File: config.mk
export PLATFORM = sky130hd
export DESIGN_NAME = vario_tone_scheduler
export DESIGN_NICKNAME = d
export VERILOG_FILES = /design/src/sv/vts_pkg.sv /design/src/sv/vts_div.sv /design/src/sv/vts_datapath.sv /design/src/sv/vts_ctrl.sv /design/src/sv/vario_tone_scheduler.sv
export SDC_FILE = /design/constraint.sdc
export NUM_CORES = 1
export LEC_CHECK = 0
export BUFFER_PORTS_ARGS = -buffer_cell sky130_fd_sc_hd__buf_4
export CORE_UTILIZATION = 25
export DETAILED_ROUTE_END_ITERATION = 8
export PLACE_DENSITY = 0.47
export SYNTH_ARGS = -nofsm -noshare
export SYNTH_HDL_FRONTEND = slang
export SYNTH_HIERARCHICAL = 1
export SYNTH_SLANG_ARGS = --single-unit
export TNS_END_PERCENT = 5
File: constraint.sdc
create_clock -name i_clk -period 12.4 [get_ports i_clk]
set_input_delay 2.48 -clock i_clk [delete_from_list [all_inputs] [get_ports i_clk]]
set_output_delay 2.48 -clock i_clk [all_outputs]
set_load 0.05 [all_outputs]
File: src/sv/vts_pkg.sv
// ----------------------------------------------------------------------------
// vts_pkg
// Shared types, register indexes and command codes of the vario tone
// scheduler: payload structs, controller/datapath command and status groups.
// ----------------------------------------------------------------------------
`default_nettype none

package vts_pkg;

    // configuration port widths
    localparam int CFG_IDX_W  = 3;
    localparam int CFG_DATA_W = 5;

    // configuration register indexes
    localparam logic [CFG_IDX_W-1:0] CFG_VARIANT    = 3'd0;
    localparam logic [CFG_IDX_W-1:0] CFG_CENTER_MIN = 3'd1;
    localparam logic [CFG_IDX_W-1:0] CFG_CENTER_MAX = 3'd2;
    localparam logic [CFG_IDX_W-1:0] CFG_SPEED_MAX  = 3'd3;
    localparam logic [CFG_IDX_W-1:0] CFG_SPEED_MIN  = 3'd4;

    // variant codes
    localparam logic [1:0] VAR_FULL    = 2'd0;
    localparam logic [1:0] VAR_REDUCED = 2'd1;
    localparam logic [1:0] VAR_BUZZER  = 2'd2;

    // divider widths
    localparam int DIV_N_W = 16;
    localparam int DIV_D_W = 8;

    // divide operations issued by the controller
    localparam logic [2:0] DOP_NONE = 3'd0;
    localparam logic [2:0] DOP_LEN0 = 3'd1;  // full audio tone length
    localparam logic [2:0] DOP_Q1   = 3'd2;  // reduced audio span scale
    localparam logic [2:0] DOP_D1   = 3'd3;  // reduced audio scaled speed
    localparam logic [2:0] DOP_LEN1 = 3'd4;  // reduced audio tone length
    localparam logic [2:0] DOP_S2   = 3'd5;  // buzzer speed in dm/s
    localparam logic [2:0] DOP_I2   = 3'd6;  // buzzer interval

    // input item
    typedef struct packed {
        logic [15:0]        now;
        logic signed [15:0] climb_rate;
        logic               active;
    } t_in;

    // result item
    typedef struct packed {
        logic       beep;
        logic [7:0] tone_freq;
        logic [7:0] tone_length;
        logic       sinking;
    } t_out;

    // controller to datapath
    typedef struct packed {
        logic       load_in;
        logic       div_start;
        logic [2:0] div_op;
        logic       commit;
    } t_cmd;

    // datapath to controller
    typedef struct packed {
        logic       act;
        logic [1:0] variant;
        logic       go0;      // full audio tone starts
        logic       pos0;     // full audio clamped speed is positive
        logic       go1;      // reduced audio tone starts
        logic       a_zero;   // buzzer speed rounds to zero
        logic       div_done;
    } t_sts;

endpackage

`default_nettype wire

File: src/sv/vts_div.sv
// ----------------------------------------------------------------------------
// vts_div
// Iterative unsigned restoring divider, two quotient bits per cycle.
// Operands are latched at start; done pulses one cycle with the quotient.
// ----------------------------------------------------------------------------
`default_nettype none

module vts_div (
    input  wire logic                        i_clk,
    input  wire logic                        i_rst_n,
    input  wire logic                        i_start,
    input  wire logic [vts_pkg::DIV_N_W-1:0] i_dividend,
    input  wire logic [vts_pkg::DIV_D_W-1:0] i_divisor,
    output logic                             o_done,
    output logic [vts_pkg::DIV_N_W-1:0]      o_quotient
);

    localparam int NW    = vts_pkg::DIV_N_W;
    localparam int DW    = vts_pkg::DIV_D_W;
    localparam int STEPS = NW / 2;
    localparam int CNT_W = $clog2(STEPS);
    localparam logic [CNT_W-1:0] LAST = CNT_W'(STEPS - 1);

    logic             r_busy;
    logic             r_done;
    logic [CNT_W-1:0] r_cnt;
    logic [DW-1:0]    r_rem;
    logic [NW-1:0]    r_quo;
    logic [DW-1:0]    r_dvs;

    logic [DW:0]   t1;
    logic [DW:0]   t2;
    logic          ge1;
    logic          ge2;
    logic [DW-1:0] rem1;
    logic [DW-1:0] n_rem;
    logic [NW-1:0] quo1;
    logic [NW-1:0] n_quo;

    // two restoring steps per cycle
    always_comb begin
        t1    = {r_rem, r_quo[NW-1]};
        ge1   = (t1 >= {1'b0, r_dvs});
        rem1  = ge1 ? DW'(t1 - {1'b0, r_dvs}) : t1[DW-1:0];
        quo1  = {r_quo[NW-2:0], ge1};
        t2    = {rem1, quo1[NW-1]};
        ge2   = (t2 >= {1'b0, r_dvs});
        n_rem = ge2 ? DW'(t2 - {1'b0, r_dvs}) : t2[DW-1:0];
        n_quo = {quo1[NW-2:0], ge2};
    end

    // iteration control
    always_ff @(posedge i_clk) begin
        if (!i_rst_n) begin
            r_busy <= 1'b0;
            r_done <= 1'b0;
            r_cnt  <= '0;
        end else begin
            r_done <= 1'b0;
            if (i_start) begin
                r_busy <= 1'b1;
                r_cnt  <= '0;
            end else if (r_busy) begin
                r_cnt <= r_cnt + 1'b1;
                if (r_cnt == LAST) begin
                    r_busy <= 1'b0;
                    r_done <= 1'b1;
                end
            end
        end
    end

    // remainder and quotient shift register
    always_ff @(posedge i_clk) begin
        if (i_start) begin
            r_rem <= '0;
            r_quo <= i_dividend;
            r_dvs <= i_divisor;
        end else if (r_busy) begin
            r_rem <= n_rem;
            r_quo <= n_quo;
        end
    end

    assign o_done     = r_done;
    assign o_quotient = r_quo;

endmodule

`default_nettype wire

File: src/sv/vts_datapath.sv
// ----------------------------------------------------------------------------
// vts_datapath
// Configuration registers, input latch, tone timer, tone arithmetic and the
// shared divider. Forms and registers the result item on commit.
// ----------------------------------------------------------------------------
`default_nettype none

module vts_datapath (
    input  wire logic                           i_clk,
    input  wire logic                           i_rst_n,
    input  wire vts_pkg::t_in                   i_in_data,
    input  wire logic                           i_cfg_we,
    input  wire logic [vts_pkg::CFG_IDX_W-1:0]  i_cfg_index,
    input  wire logic [vts_pkg::CFG_DATA_W-1:0] i_cfg_data,
    input  wire vts_pkg::t_cmd                  i_cmd,
    output vts_pkg::t_sts                       o_sts,
    output vts_pkg::t_out                       o_out_data
);

    // configuration and state
    logic [1:0]        r_variant;
    logic signed [4:0] r_cmin;
    logic signed [4:0] r_cmax;
    logic signed [3:0] r_smax;
    logic signed [3:0] r_smin;
    logic [15:0]       r_timer;

    // latched input item
    logic [15:0]        r_now;
    logic signed [15:0] r_v;
    logic               r_act;

    // divider results
    logic [2:0]  r_dop;
    logic        r_dneg;
    logic [7:0]  r_len;
    logic [4:0]  r_q;
    logic [14:0] r_d;
    logic [6:0]  r_a;
    logic [7:0]  r_ival;

    vts_pkg::t_out r_out;

    // divider connection
    logic [vts_pkg::DIV_N_W-1:0] div_dvd;
    logic [vts_pkg::DIV_D_W-1:0] div_dvs;
    logic                        div_neg;
    logic                        div_done;
    logic [vts_pkg::DIV_N_W-1:0] div_quo;

    vts_div u_div (
        .i_clk      (i_clk),
        .i_rst_n    (i_rst_n),
        .i_start    (i_cmd.div_start),
        .i_dividend (div_dvd),
        .i_divisor  (div_dvs),
        .o_done     (div_done),
        .o_quotient (div_quo)
    );

    // thresholds and clamp limits
    logic signed [8:0]  cmin9;
    logic signed [8:0]  cmax9;
    logic signed [8:0]  emin9;
    logic signed [8:0]  emax9;
    logic signed [11:0] smax12;
    logic signed [11:0] smin12;
    logic signed [11:0] vmax12;
    logic signed [11:0] vmin12;
    logic signed [11:0] emax12;
    logic signed [11:0] span12;
    logic signed [16:0] v17;
    logic signed [16:0] emin17;
    logic signed [16:0] emax17;
    logic signed [16:0] vmax17;
    logic signed [16:0] vmin17;

    assign cmin9  = $signed({{4{r_cmin[4]}}, r_cmin});
    assign cmax9  = $signed({{4{r_cmax[4]}}, r_cmax});
    assign emin9  = cmin9 * 9'sd10 - 9'sd50;
    assign emax9  = cmax9 * 9'sd10 + 9'sd50;
    assign smax12 = $signed({{8{r_smax[3]}}, r_smax});
    assign smin12 = $signed({{8{r_smin[3]}}, r_smin});
    assign vmax12 = (smax12 + 12'sd10) * 12'sd100;
    assign vmin12 = (smin12 - 12'sd10) * 12'sd100;
    assign emax12 = $signed({{3{emax9[8]}}, emax9});
    assign span12 = vmax12 - emax12;
    assign v17    = $signed({r_v[15], r_v});
    assign emin17 = $signed({{8{emin9[8]}}, emin9});
    assign emax17 = $signed({{8{emax9[8]}}, emax9});
    assign vmax17 = $signed({{5{vmax12[11]}}, vmax12});
    assign vmin17 = $signed({{5{vmin12[11]}}, vmin12});

    // timer checks
    logic [15:0] timer_ahead;
    logic [15:0] since_beep;
    logic        due;

    assign timer_ahead = r_timer - r_now;
    assign since_beep  = r_now - r_timer;
    assign due         = timer_ahead[15];

    // full audio: clamp, pitch and length dividend
    logic               go0;
    logic               pos0;
    logic signed [11:0] s0;
    logic signed [15:0] s16;
    logic signed [15:0] f0t;
    logic signed [15:0] n0;
    logic [15:0]        n0_mag;

    assign go0 = (v17 < emin17) || ((v17 > emax17) && due);

    always_comb begin
        if (v17 > vmax17) begin
            s0 = vmax12;
        end else if (v17 < vmin17) begin
            s0 = vmin12;
        end else begin
            s0 = r_v[11:0];
        end
    end

    assign pos0   = (s0 > 12'sd0);
    assign s16    = $signed({{4{s0[11]}}, s0});
    assign f0t    = pos0 ? (s16 * 16'sd4 + 16'sd8000) : (s16 * 16'sd3 + 16'sd8000);
    assign n0     = 16'sd8000 - s16 * 16'sd5;
    assign n0_mag = n0[15] ? 16'(-n0) : 16'(n0);

    // reduced audio: speed above edge, clamped
    logic               ge1;
    logic               go1;
    logic signed [16:0] d_raw;
    logic [10:0]        dcl;
    logic [15:0]        dcl10;
    logic [7:0]         qdiv;
    logic signed [15:0] n1;
    logic [15:0]        n1_mag;
    logic [17:0]        f1t;

    assign ge1    = (v17 >= emax17);
    assign go1    = ge1 && due;
    assign d_raw  = v17 - emax17;
    assign dcl    = (d_raw > vmax17) ? vmax12[10:0] : d_raw[10:0];
    assign dcl10  = {5'd0, dcl} * 16'd10;
    assign qdiv   = (r_q == 5'd0) ? 8'd1 : {3'd0, r_q};
    assign n1     = 16'sd1600 - $signed({1'b0, r_d});
    assign n1_mag = n1[15] ? 16'(-n1) : 16'(n1);
    assign f1t    = {3'd0, r_d} * 18'd10 + 18'd16000;

    // buzzer: speed magnitude and interval
    logic [15:0] v_mag;
    logic        a_zero;
    logic [8:0]  ival;
    logic        beep2;

    assign v_mag  = r_v[15] ? 16'(-r_v) : 16'(r_v);
    assign a_zero = (r_a == 7'd0);
    assign ival   = a_zero ? 9'd300 : {1'b0, r_ival};
    assign beep2  = (since_beep > {7'd0, ival});

    // divider operand select
    always_comb begin
        div_dvd = '0;
        div_dvs = 8'd1;
        div_neg = 1'b0;
        case (i_cmd.div_op)
            vts_pkg::DOP_LEN0: begin
                div_dvd = n0_mag;
                div_dvs = 8'd100;
                div_neg = n0[15];
            end
            vts_pkg::DOP_Q1: begin
                div_dvd = {5'd0, span12[10:0]};
                div_dvs = 8'd100;
            end
            vts_pkg::DOP_D1: begin
                div_dvd = dcl10;
                div_dvs = qdiv;
            end
            vts_pkg::DOP_LEN1: begin
                div_dvd = n1_mag;
                div_dvs = 8'd100;
                div_neg = n1[15];
            end
            vts_pkg::DOP_S2: begin
                div_dvd = v_mag;
                div_dvs = 8'd10;
            end
            vts_pkg::DOP_I2: begin
                div_dvd = 16'd200;
                div_dvs = {1'b0, r_a};
            end
            default: begin
                div_dvd = '0;
                div_dvs = 8'd1;
            end
        endcase
    end

    // result forming
    vts_pkg::t_out res;
    logic [15:0]   n_timer;
    logic [7:0]    len0;

    assign len0 = pos0 ? r_len : 8'd20;

    always_comb begin
        res     = '0;
        n_timer = r_timer;
        if (!r_act) begin
            n_timer = r_now;
        end else begin
            case (r_variant)
                vts_pkg::VAR_FULL: begin
                    if (go0) begin
                        res.beep        = 1'b1;
                        res.tone_freq   = f0t[14:7];
                        res.tone_length = len0;
                        res.sinking     = r_v[15];
                        n_timer         = r_now + {9'd0, len0[7:1]};
                    end
                end
                vts_pkg::VAR_REDUCED: begin
                    if (go1) begin
                        res.beep        = 1'b1;
                        res.tone_freq   = f1t[15:8];
                        res.tone_length = r_len;
                        n_timer         = r_now + {7'd0, r_len, 1'b0};
                    end
                end
                vts_pkg::VAR_BUZZER: begin
                    if (beep2) begin
                        res.beep    = 1'b1;
                        res.sinking = !a_zero && r_v[15];
                        n_timer     = r_now;
                    end
                end
                default: begin
                    n_timer = r_timer;
                end
            endcase
        end
    end

    // configuration registers and tone timer
    always_ff @(posedge i_clk) begin
        if (!i_rst_n) begin
            r_variant <= vts_pkg::VAR_FULL;
            r_cmin    <= '0;
            r_cmax    <= '0;
            r_smax    <= '0;
            r_smin    <= '0;
            r_timer   <= '0;
        end else begin
            if (i_cfg_we) begin
                case (i_cfg_index)
                    vts_pkg::CFG_VARIANT:    r_variant <= i_cfg_data[1:0];
                    vts_pkg::CFG_CENTER_MIN: r_cmin    <= i_cfg_data[4:0];
                    vts_pkg::CFG_CENTER_MAX: r_cmax    <= i_cfg_data[4:0];
                    vts_pkg::CFG_SPEED_MAX:  r_smax    <= i_cfg_data[3:0];
                    vts_pkg::CFG_SPEED_MIN:  r_smin    <= i_cfg_data[3:0];
                    default: begin
                    end
                endcase
            end
            if (i_cmd.commit) begin
                r_timer <= n_timer;
            end
        end
    end

    // input latch
    always_ff @(posedge i_clk) begin
        if (i_cmd.load_in) begin
            r_now <= i_in_data.now;
            r_v   <= i_in_data.climb_rate;
            r_act <= i_in_data.active;
        end
    end

    // divide bookkeeping and quotient capture
    always_ff @(posedge i_clk) begin
        if (i_cmd.div_start) begin
            r_dop  <= i_cmd.div_op;
            r_dneg <= div_neg;
        end
        if (div_done) begin
            case (r_dop)
                vts_pkg::DOP_LEN0,
                vts_pkg::DOP_LEN1: r_len  <= r_dneg ? (8'd0 - div_quo[7:0]) : div_quo[7:0];
                vts_pkg::DOP_Q1:   r_q    <= div_quo[4:0];
                vts_pkg::DOP_D1:   r_d    <= div_quo[14:0];
                vts_pkg::DOP_S2:   r_a    <= (div_quo > 16'd100) ? 7'd100 : div_quo[6:0];
                vts_pkg::DOP_I2:   r_ival <= div_quo[7:0];
                default: begin
                end
            endcase
        end
    end

    // result register
    always_ff @(posedge i_clk) begin
        if (i_cmd.commit) begin
            r_out <= res;
        end
    end

    assign o_out_data     = r_out;
    assign o_sts.act      = r_act;
    assign o_sts.variant  = r_variant;
    assign o_sts.go0      = go0;
    assign o_sts.pos0     = pos0;
    assign o_sts.go1      = go1;
    assign o_sts.a_zero   = a_zero;
    assign o_sts.div_done = div_done;

endmodule

`default_nettype wire

File: src/sv/vts_ctrl.sv
// ----------------------------------------------------------------------------
// vts_ctrl
// Sequencer of the vario tone scheduler: accepts one item, walks the divide
// chain of the selected variant and hands the result to the output register.
// ----------------------------------------------------------------------------
`default_nettype none

module vts_ctrl (
    input  wire logic          i_clk,
    input  wire logic          i_rst_n,
    input  wire logic          i_in_valid,
    output logic               o_in_stall,
    output logic               o_out_valid,
    input  wire logic          i_out_stall,
    input  wire vts_pkg::t_sts i_sts,
    output vts_pkg::t_cmd      o_cmd
);

    localparam logic [3:0] S_IDLE    = 4'd0;
    localparam logic [3:0] S_EVAL    = 4'd1;
    localparam logic [3:0] S_W_LEN0  = 4'd2;
    localparam logic [3:0] S_W_Q1    = 4'd3;
    localparam logic [3:0] S_GO_D1   = 4'd4;
    localparam logic [3:0] S_W_D1    = 4'd5;
    localparam logic [3:0] S_GO_LEN1 = 4'd6;
    localparam logic [3:0] S_W_LEN1  = 4'd7;
    localparam logic [3:0] S_W_S2    = 4'd8;
    localparam logic [3:0] S_GO_I2   = 4'd9;
    localparam logic [3:0] S_W_I2    = 4'd10;
    localparam logic [3:0] S_FINISH  = 4'd11;

    logic [3:0] r_state;
    logic [3:0] n_state;
    logic       r_out_valid;
    logic       n_out_valid;
    logic       out_free;

    assign out_free = !r_out_valid || !i_out_stall;

    // next state and commands
    always_comb begin
        n_state         = r_state;
        o_cmd           = '0;
        o_cmd.div_op    = vts_pkg::DOP_NONE;
        case (r_state)
            S_IDLE: begin
                if (i_in_valid) begin
                    o_cmd.load_in = 1'b1;
                    n_state       = S_EVAL;
                end
            end
            S_EVAL: begin
                n_state = S_FINISH;
                if (i_sts.act) begin
                    case (i_sts.variant)
                        vts_pkg::VAR_FULL: begin
                            if (i_sts.go0 && i_sts.pos0) begin
                                o_cmd.div_start = 1'b1;
                                o_cmd.div_op    = vts_pkg::DOP_LEN0;
                                n_state         = S_W_LEN0;
                            end
                        end
                        vts_pkg::VAR_REDUCED: begin
                            if (i_sts.go1) begin
                                o_cmd.div_start = 1'b1;
                                o_cmd.div_op    = vts_pkg::DOP_Q1;
                                n_state         = S_W_Q1;
                            end
                        end
                        vts_pkg::VAR_BUZZER: begin
                            o_cmd.div_start = 1'b1;
                            o_cmd.div_op    = vts_pkg::DOP_S2;
                            n_state         = S_W_S2;
                        end
                        default: begin
                            n_state = S_FINISH;
                        end
                    endcase
                end
            end
            S_W_LEN0: begin
                if (i_sts.div_done) begin
                    n_state = S_FINISH;
                end
            end
            S_W_Q1: begin
                if (i_sts.div_done) begin
                    n_state = S_GO_D1;
                end
            end
            S_GO_D1: begin
                o_cmd.div_start = 1'b1;
                o_cmd.div_op    = vts_pkg::DOP_D1;
                n_state         = S_W_D1;
            end
            S_W_D1: begin
                if (i_sts.div_done) begin
                    n_state = S_GO_LEN1;
                end
            end
            S_GO_LEN1: begin
                o_cmd.div_start = 1'b1;
                o_cmd.div_op    = vts_pkg::DOP_LEN1;
                n_state         = S_W_LEN1;
            end
            S_W_LEN1: begin
                if (i_sts.div_done) begin
                    n_state = S_FINISH;
                end
            end
            S_W_S2: begin
                if (i_sts.div_done) begin
                    n_state = S_GO_I2;
                end
            end
            S_GO_I2: begin
                if (i_sts.a_zero) begin
                    n_state = S_FINISH;
                end else begin
                    o_cmd.div_start = 1'b1;
                    o_cmd.div_op    = vts_pkg::DOP_I2;
                    n_state         = S_W_I2;
                end
            end
            S_W_I2: begin
                if (i_sts.div_done) begin
                    n_state = S_FINISH;
                end
            end
            S_FINISH: begin
                if (out_free) begin
                    o_cmd.commit = 1'b1;
                    n_state      = S_IDLE;
                end
            end
            default: begin
                n_state = S_IDLE;
            end
        endcase
    end

    // output valid: set on commit, cleared on transfer
    always_comb begin
        n_out_valid = r_out_valid;
        if (o_cmd.commit) begin
            n_out_valid = 1'b1;
        end else if (!i_out_stall) begin
            n_out_valid = 1'b0;
        end
    end

    always_ff @(posedge i_clk) begin
        if (!i_rst_n) begin
            r_state     <= S_IDLE;
            r_out_valid <= 1'b0;
        end else begin
            r_state     <= n_state;
            r_out_valid <= n_out_valid;
        end
    end

    assign o_in_stall  = (r_state != S_IDLE);
    assign o_out_valid = r_out_valid;

endmodule

`default_nettype wire

File: src/sv/vario_tone_scheduler.sv
// ----------------------------------------------------------------------------
// vario_tone_scheduler
// Variometer tone decision per telemetry sample: beep, pitch, length, sink.
// ----------------------------------------------------------------------------
// Usage:
//   Input channel (i_in_valid / o_in_stall / i_in_data) takes one sample with
//   its tick time and enable flag; a transfer happens when valid is high and
//   stall is low. Each sample yields exactly one result on the output channel
//   (o_out_valid / i_out_stall / o_out_data).
//   Configuration writes go through i_cfg_valid / o_cfg_ready with a register
//   index and data; ready is always high, writes are expected while idle.
//   Each sample runs its divides in turn on the shared two-bit-per-cycle
//   divider: one for a full audio climb tone, one or two for an active
//   buzzer sample, three for a reduced audio tone and none otherwise. One
//   sample is in work at a time; the next is taken once the sequencer is
//   back in idle.
//   A finished result sits in the output register; the next sample is taken
//   while it waits, and its own result waits in the sequencer until the
//   output register frees up.
//   Reset clears the configuration registers, the tone timer, the sequencer state and the output valid.
// ----------------------------------------------------------------------------
`default_nettype none

module vario_tone_scheduler (
    input  wire logic                           i_clk,
    input  wire logic                           i_rst_n,
    input  wire logic                           i_in_valid,
    output logic                                o_in_stall,
    input  wire vts_pkg::t_in                   i_in_data,
    output logic                                o_out_valid,
    input  wire logic                           i_out_stall,
    output vts_pkg::t_out                       o_out_data,
    input  wire logic                           i_cfg_valid,
    output logic                                o_cfg_ready,
    input  wire logic [vts_pkg::CFG_IDX_W-1:0]  i_cfg_index,
    input  wire logic [vts_pkg::CFG_DATA_W-1:0] i_cfg_data
);

    vts_pkg::t_cmd cmd;
    vts_pkg::t_sts sts;
    logic          cfg_we;

    // configuration is always taken
    assign o_cfg_ready = 1'b1;
    assign cfg_we      = i_cfg_valid && o_cfg_ready;

    vts_ctrl u_ctrl (
        .i_clk       (i_clk),
        .i_rst_n     (i_rst_n),
        .i_in_valid  (i_in_valid),
        .o_in_stall  (o_in_stall),
        .o_out_valid (o_out_valid),
        .i_out_stall (i_out_stall),
        .i_sts       (sts),
        .o_cmd       (cmd)
    );

    vts_datapath u_datapath (
        .i_clk       (i_clk),
        .i_rst_n     (i_rst_n),
        .i_in_data   (i_in_data),
        .i_cfg_we    (cfg_we),
        .i_cfg_index (i_cfg_index),
        .i_cfg_data  (i_cfg_data),
        .i_cmd       (cmd),
        .o_sts       (sts),
        .o_out_data  (o_out_data)
    );

endmodule

`default_nettype wire
==> impl_metrics.env <==
export IMPL_status="finished, final reports clean"
export IMPL_cts_setup_buffers=0
export IMPL_cts_tree="yes"
export IMPL_clk_pin_slew_ns=0.09
export IMPL_crit_path_frequent_cell="ha_1"
export IMPL_yosysSeqAreaShare_pct=24.6
export IMPL_clockRootBuffer="clkbuf_16"
export IMPL_gp_congestion=0.865
export IMPL_first_pass_iters=5
export IMPL_num_nets_final=2569
export IMPL_grt_setup_unrepaired="false"
export IMPL_die_w_um=280
export IMPL_ctsResizeCount=0
export IMPL_layout_drive_gt1_share_pct=8.76
export IMPL_worstPathRequired_ns=12.66
export IMPL_io_buffers=65
export IMPL_p_int_mw=2.40
export IMPL_synth_edf_count=122
export IMPL_use_met2_pct=25.5
export IMPL_worstSetupPathType="reg2reg"
export IMPL_setup_tns_ns=0
export IMPL_max_stage_delay_ns=0.66
export IMPL_via_per_inst=5.03
export IMPL_synth_nets=2541
export IMPL_chipHeight_um=280
export IMPL_clkPwrFrac_pct=11.4
export IMPL_r2r_end="u_datapath/u_div/o_quotient[14]$_DFFE_PP_"
export IMPL_post_place_ws_ns=2.30
export IMPL_fin_crit_ns=10.21
export IMPL_fin_crit_sh_pct=82.3
export IMPL_area_growth_synth_to_final_pct=11.2
export IMPL_wl_mm=60.7
export IMPL_skew_ns=0.0202
export IMPL_setup_viol=0
export IMPL_max_vdd_ir_drop_v=0.000186
export IMPL_cts_inserted_buffers=17
export IMPL_worstHoldStart="u_datapath/r_timer[1]$_SDFFE_PN0P_"
export IMPL_ys_flop_type="edfxtp_1"
export IMPL_ys_warnings_count=6
export IMPL_cp_start_kind="flip-flop"
export IMPL_busiest_layer="met2"
export IMPL_async_flop_share_pct=0
export IMPL_synth_area_per_cell_um2=8.77
export IMPL_grt_max_degree=43
export IMPL_start_util_pct=25.3
export IMPL_clock_latency_ns=0.51
export IMPL_max_freq_mhz=98.0
export IMPL_syn_inst=2196
export IMPL_grt_pass1_wl_mm=93.1
export IMPL_whs_path_depth=2
export IMPL_cts_max_level=4
export IMPL_tightestPinTransition_ns=1.21
export IMPL_grt_ovfl_total=0
export IMPL_min_to="u_datapath/r_timer[1]$_SDFFE_PN0P_"
export IMPL_grtUsageMet1_pct=20.2
export IMPL_hold_buffers=0
export IMPL_power_frac_comb_pct=68.3
export IMPL_p_seq_share_pct=20.3
export IMPL_dp_hpwl_mm=48.9
export IMPL_slew_violations=0
export IMPL_die_area_um2=78200
export IMPL_hold_ws_ns=0.479
export IMPL_cts_buffer_depth=2
export IMPL_final_common_cell="ha_1"
export IMPL_p_sw_mw=2.41
export IMPL_switching_share_pct=50.1
export IMPL_rows=101
export IMPL_drtIter0Drc=971
export IMPL_syn_area_um2=19300
export IMPL_hold_class="reg2reg"
export IMPL_slew_limit_headroom_pct=19.1
export IMPL_cp_max_fo=10
export IMPL_worst_r2r_path_depth=36
export IMPL_ios=67
export IMPL_placed_cell_area_um2=20900
export IMPL_drc=0
export IMPL_grt_pass1_vias=16158
export IMPL_finalHoldViolCount=0
export IMPL_critPathArrivalTime_ns=10.47
export IMPL_core_um2=76100
export IMPL_power_density_nw_per_um2=224
export IMPL_p_leak_nw=8.76
export IMPL_met3_usage_pct=2.80
export IMPL_synth_distinct_cells=114
export IMPL_avgRoutedWirePerCell_um=18.6
export IMPL_final_area_um2=21400
export IMPL_regToRegSetupSlack_ns=2.19
export IMPL_worst_path_max_delay_cell="mux2i_1"
export IMPL_cts_sinks=176
export IMPL_ant_nets=0
export IMPL_final_cell_mix="278 x ha_1, 187 x inv_1, 165 x nand2_1"
export IMPL_vias=16452
export IMPL_r2r_start="u_datapath/r_smax[1]$_SDFFE_PN0P_"
export IMPL_setup_ws_ns=2.19
export IMPL_crit_path_end_kind="flip-flop"
export IMPL_synth_seq_cells=176
export IMPL_grt_antenna_before_repair=0
export IMPL_drv_cap=0
export IMPL_track_usage_pct=15.5
## registers in the layout, indices dropped and copies added, names as in the netlist, 5 cells and up
register                     count
u_datapath/r_v                  16
u_datapath/o_out_data           18
u_datapath/r_timer              16
u_datapath/r_d                  15
u_datapath/r_q                   5
u_datapath/r_len                 8
u_datapath/r_a                   7
u_datapath/r_ival                8
u_datapath/r_cmin                5
u_datapath/u_div/o_quotient     16
u_datapath/u_div/r_rem           8
u_datapath/u_div/r_dvs           8
u_datapath/r_now                16
u_datapath/r_cmax                5
## synth_stat cells (31+ instances only)
cell	count	area share [%]
nand2_1	165	3.2
xnor2_1	116	5.3
nor2_1	147	2.9
and2_1	31	1.0
nor3_1	47	1.2
inv_1	187	3.6
dfxtp_1	54	5.6
mux2i_1	56	2.9
nor2b_1	31	1.0
o21bai_1	32	1.2
xor2_1	59	2.7
o21ai_0	114	3.0
a21oi_1	140	3.6
edfxtp_1	122	19
clkbuf_1	53	1.0
a21o_1	42	1.6
ha_1	278	18
nand3_1	34	0.88
## worst max-delay path by stage
stage / to / startpoint / depth (start not counted) / slack [ns]
after floorplan: u_datapath/u_div/o_quotient[13]$_DFFE_PP_ / u_datapath/r_smax[1]$_SDFFE_PN0P_ / 36 / 3.26
after global placement: u_datapath/u_div/o_quotient[14]$_DFFE_PP_ / u_datapath/r_smax[1]$_SDFFE_PN0P_ / 36 / 2.43
after detailed placement: u_datapath/u_div/o_quotient[14]$_DFFE_PP_ / u_datapath/r_smax[1]$_SDFFE_PN0P_ / 36 / 2.30
after CTS: u_datapath/u_div/o_quotient[14]$_DFFE_PP_ / u_datapath/r_smax[1]$_SDFFE_PN0P_ / 36 / 2.27
after global routing: u_datapath/u_div/o_quotient[14]$_DFFE_PP_ / u_datapath/r_smax[1]$_SDFFE_PN0P_ / 36 / 1.52
final: u_datapath/u_div/o_quotient[14]$_DFFE_PP_ / u_datapath/r_smax[1]$_SDFFE_PN0P_ / 36 / 2.19
## worst max-delay path, delay by kind of cell (launching register included)
kind,cells,cell delay [ns]
AOI/OAI and AO/OA,13,2.96
xor gates and xnor gates,4,1.02
adders and majority gates,9,3.19
buffers and inverters,4,0.52
DFF,1,0.60
muxes,2,0.92
and+or+nand+nor,4,0.79
## per-stage QoR
stage | total power [mW] | instances | utilization, %
detailed placement | 4.24 | 3235 | 27.4
CTS | 4.83 | 3267 | 28.2
floorplan | 3.38 | 2196 | -
finish | 4.81 | 3268 | 28.2
global route | 5.24 | 3267 | 28.2
global placement | 4.21 | 3235 | 27.4
## routing by layer
layer  share of wire [%]  vias to the layer above
met4                 3.0                        0
met5                   0                        -
met3                 4.7                       87
met1                  46                     7918
li1                    -                     8053
met2                  46                      394
## logic make-up after synthesis
group	count (synthesis)	share of synthesized area, %
AO/OA/AOI/OAI	579	20.6
XOR/XNOR	177	8.16
adder cells (fa/ha/maj)	300	20.3
buffers and inverters	261	5.41
flip-flops	176	24.6
multiplexers	87	4.76
other	2	0.0390
AND/OR/NAND/NOR	614	16.2
## power groups by stage
stage / Combinational [mW] / Sequential [mW] / Clock, mW
floorplan: 2.49 / 0.885 / 0
global placement: 3.23 / 0.986 / 0
detailed placement: 3.26 / 0.984 / 0
CTS: 3.28 / 0.972 / 0.576
global route: 3.67 / 0.991 / 0.586
finish: 3.28 / 0.974 / 0.550
## layout make-up
cell class / instances / area, um2
Clock inverter: 11 / 98.8
Inverter: 189 / 709
Antenna cell: 1 / 2.50
Tap cell: 1030 / 1290
Multi-Input combinational cell: 1759 / 13500
Fill cell: 8141 / 54600
Clock buffer: 21 / 462
Sequential cell: 176 / 4740
Timing Repair Buffer: 81 / 608
(Power assumes the default switching activity.)
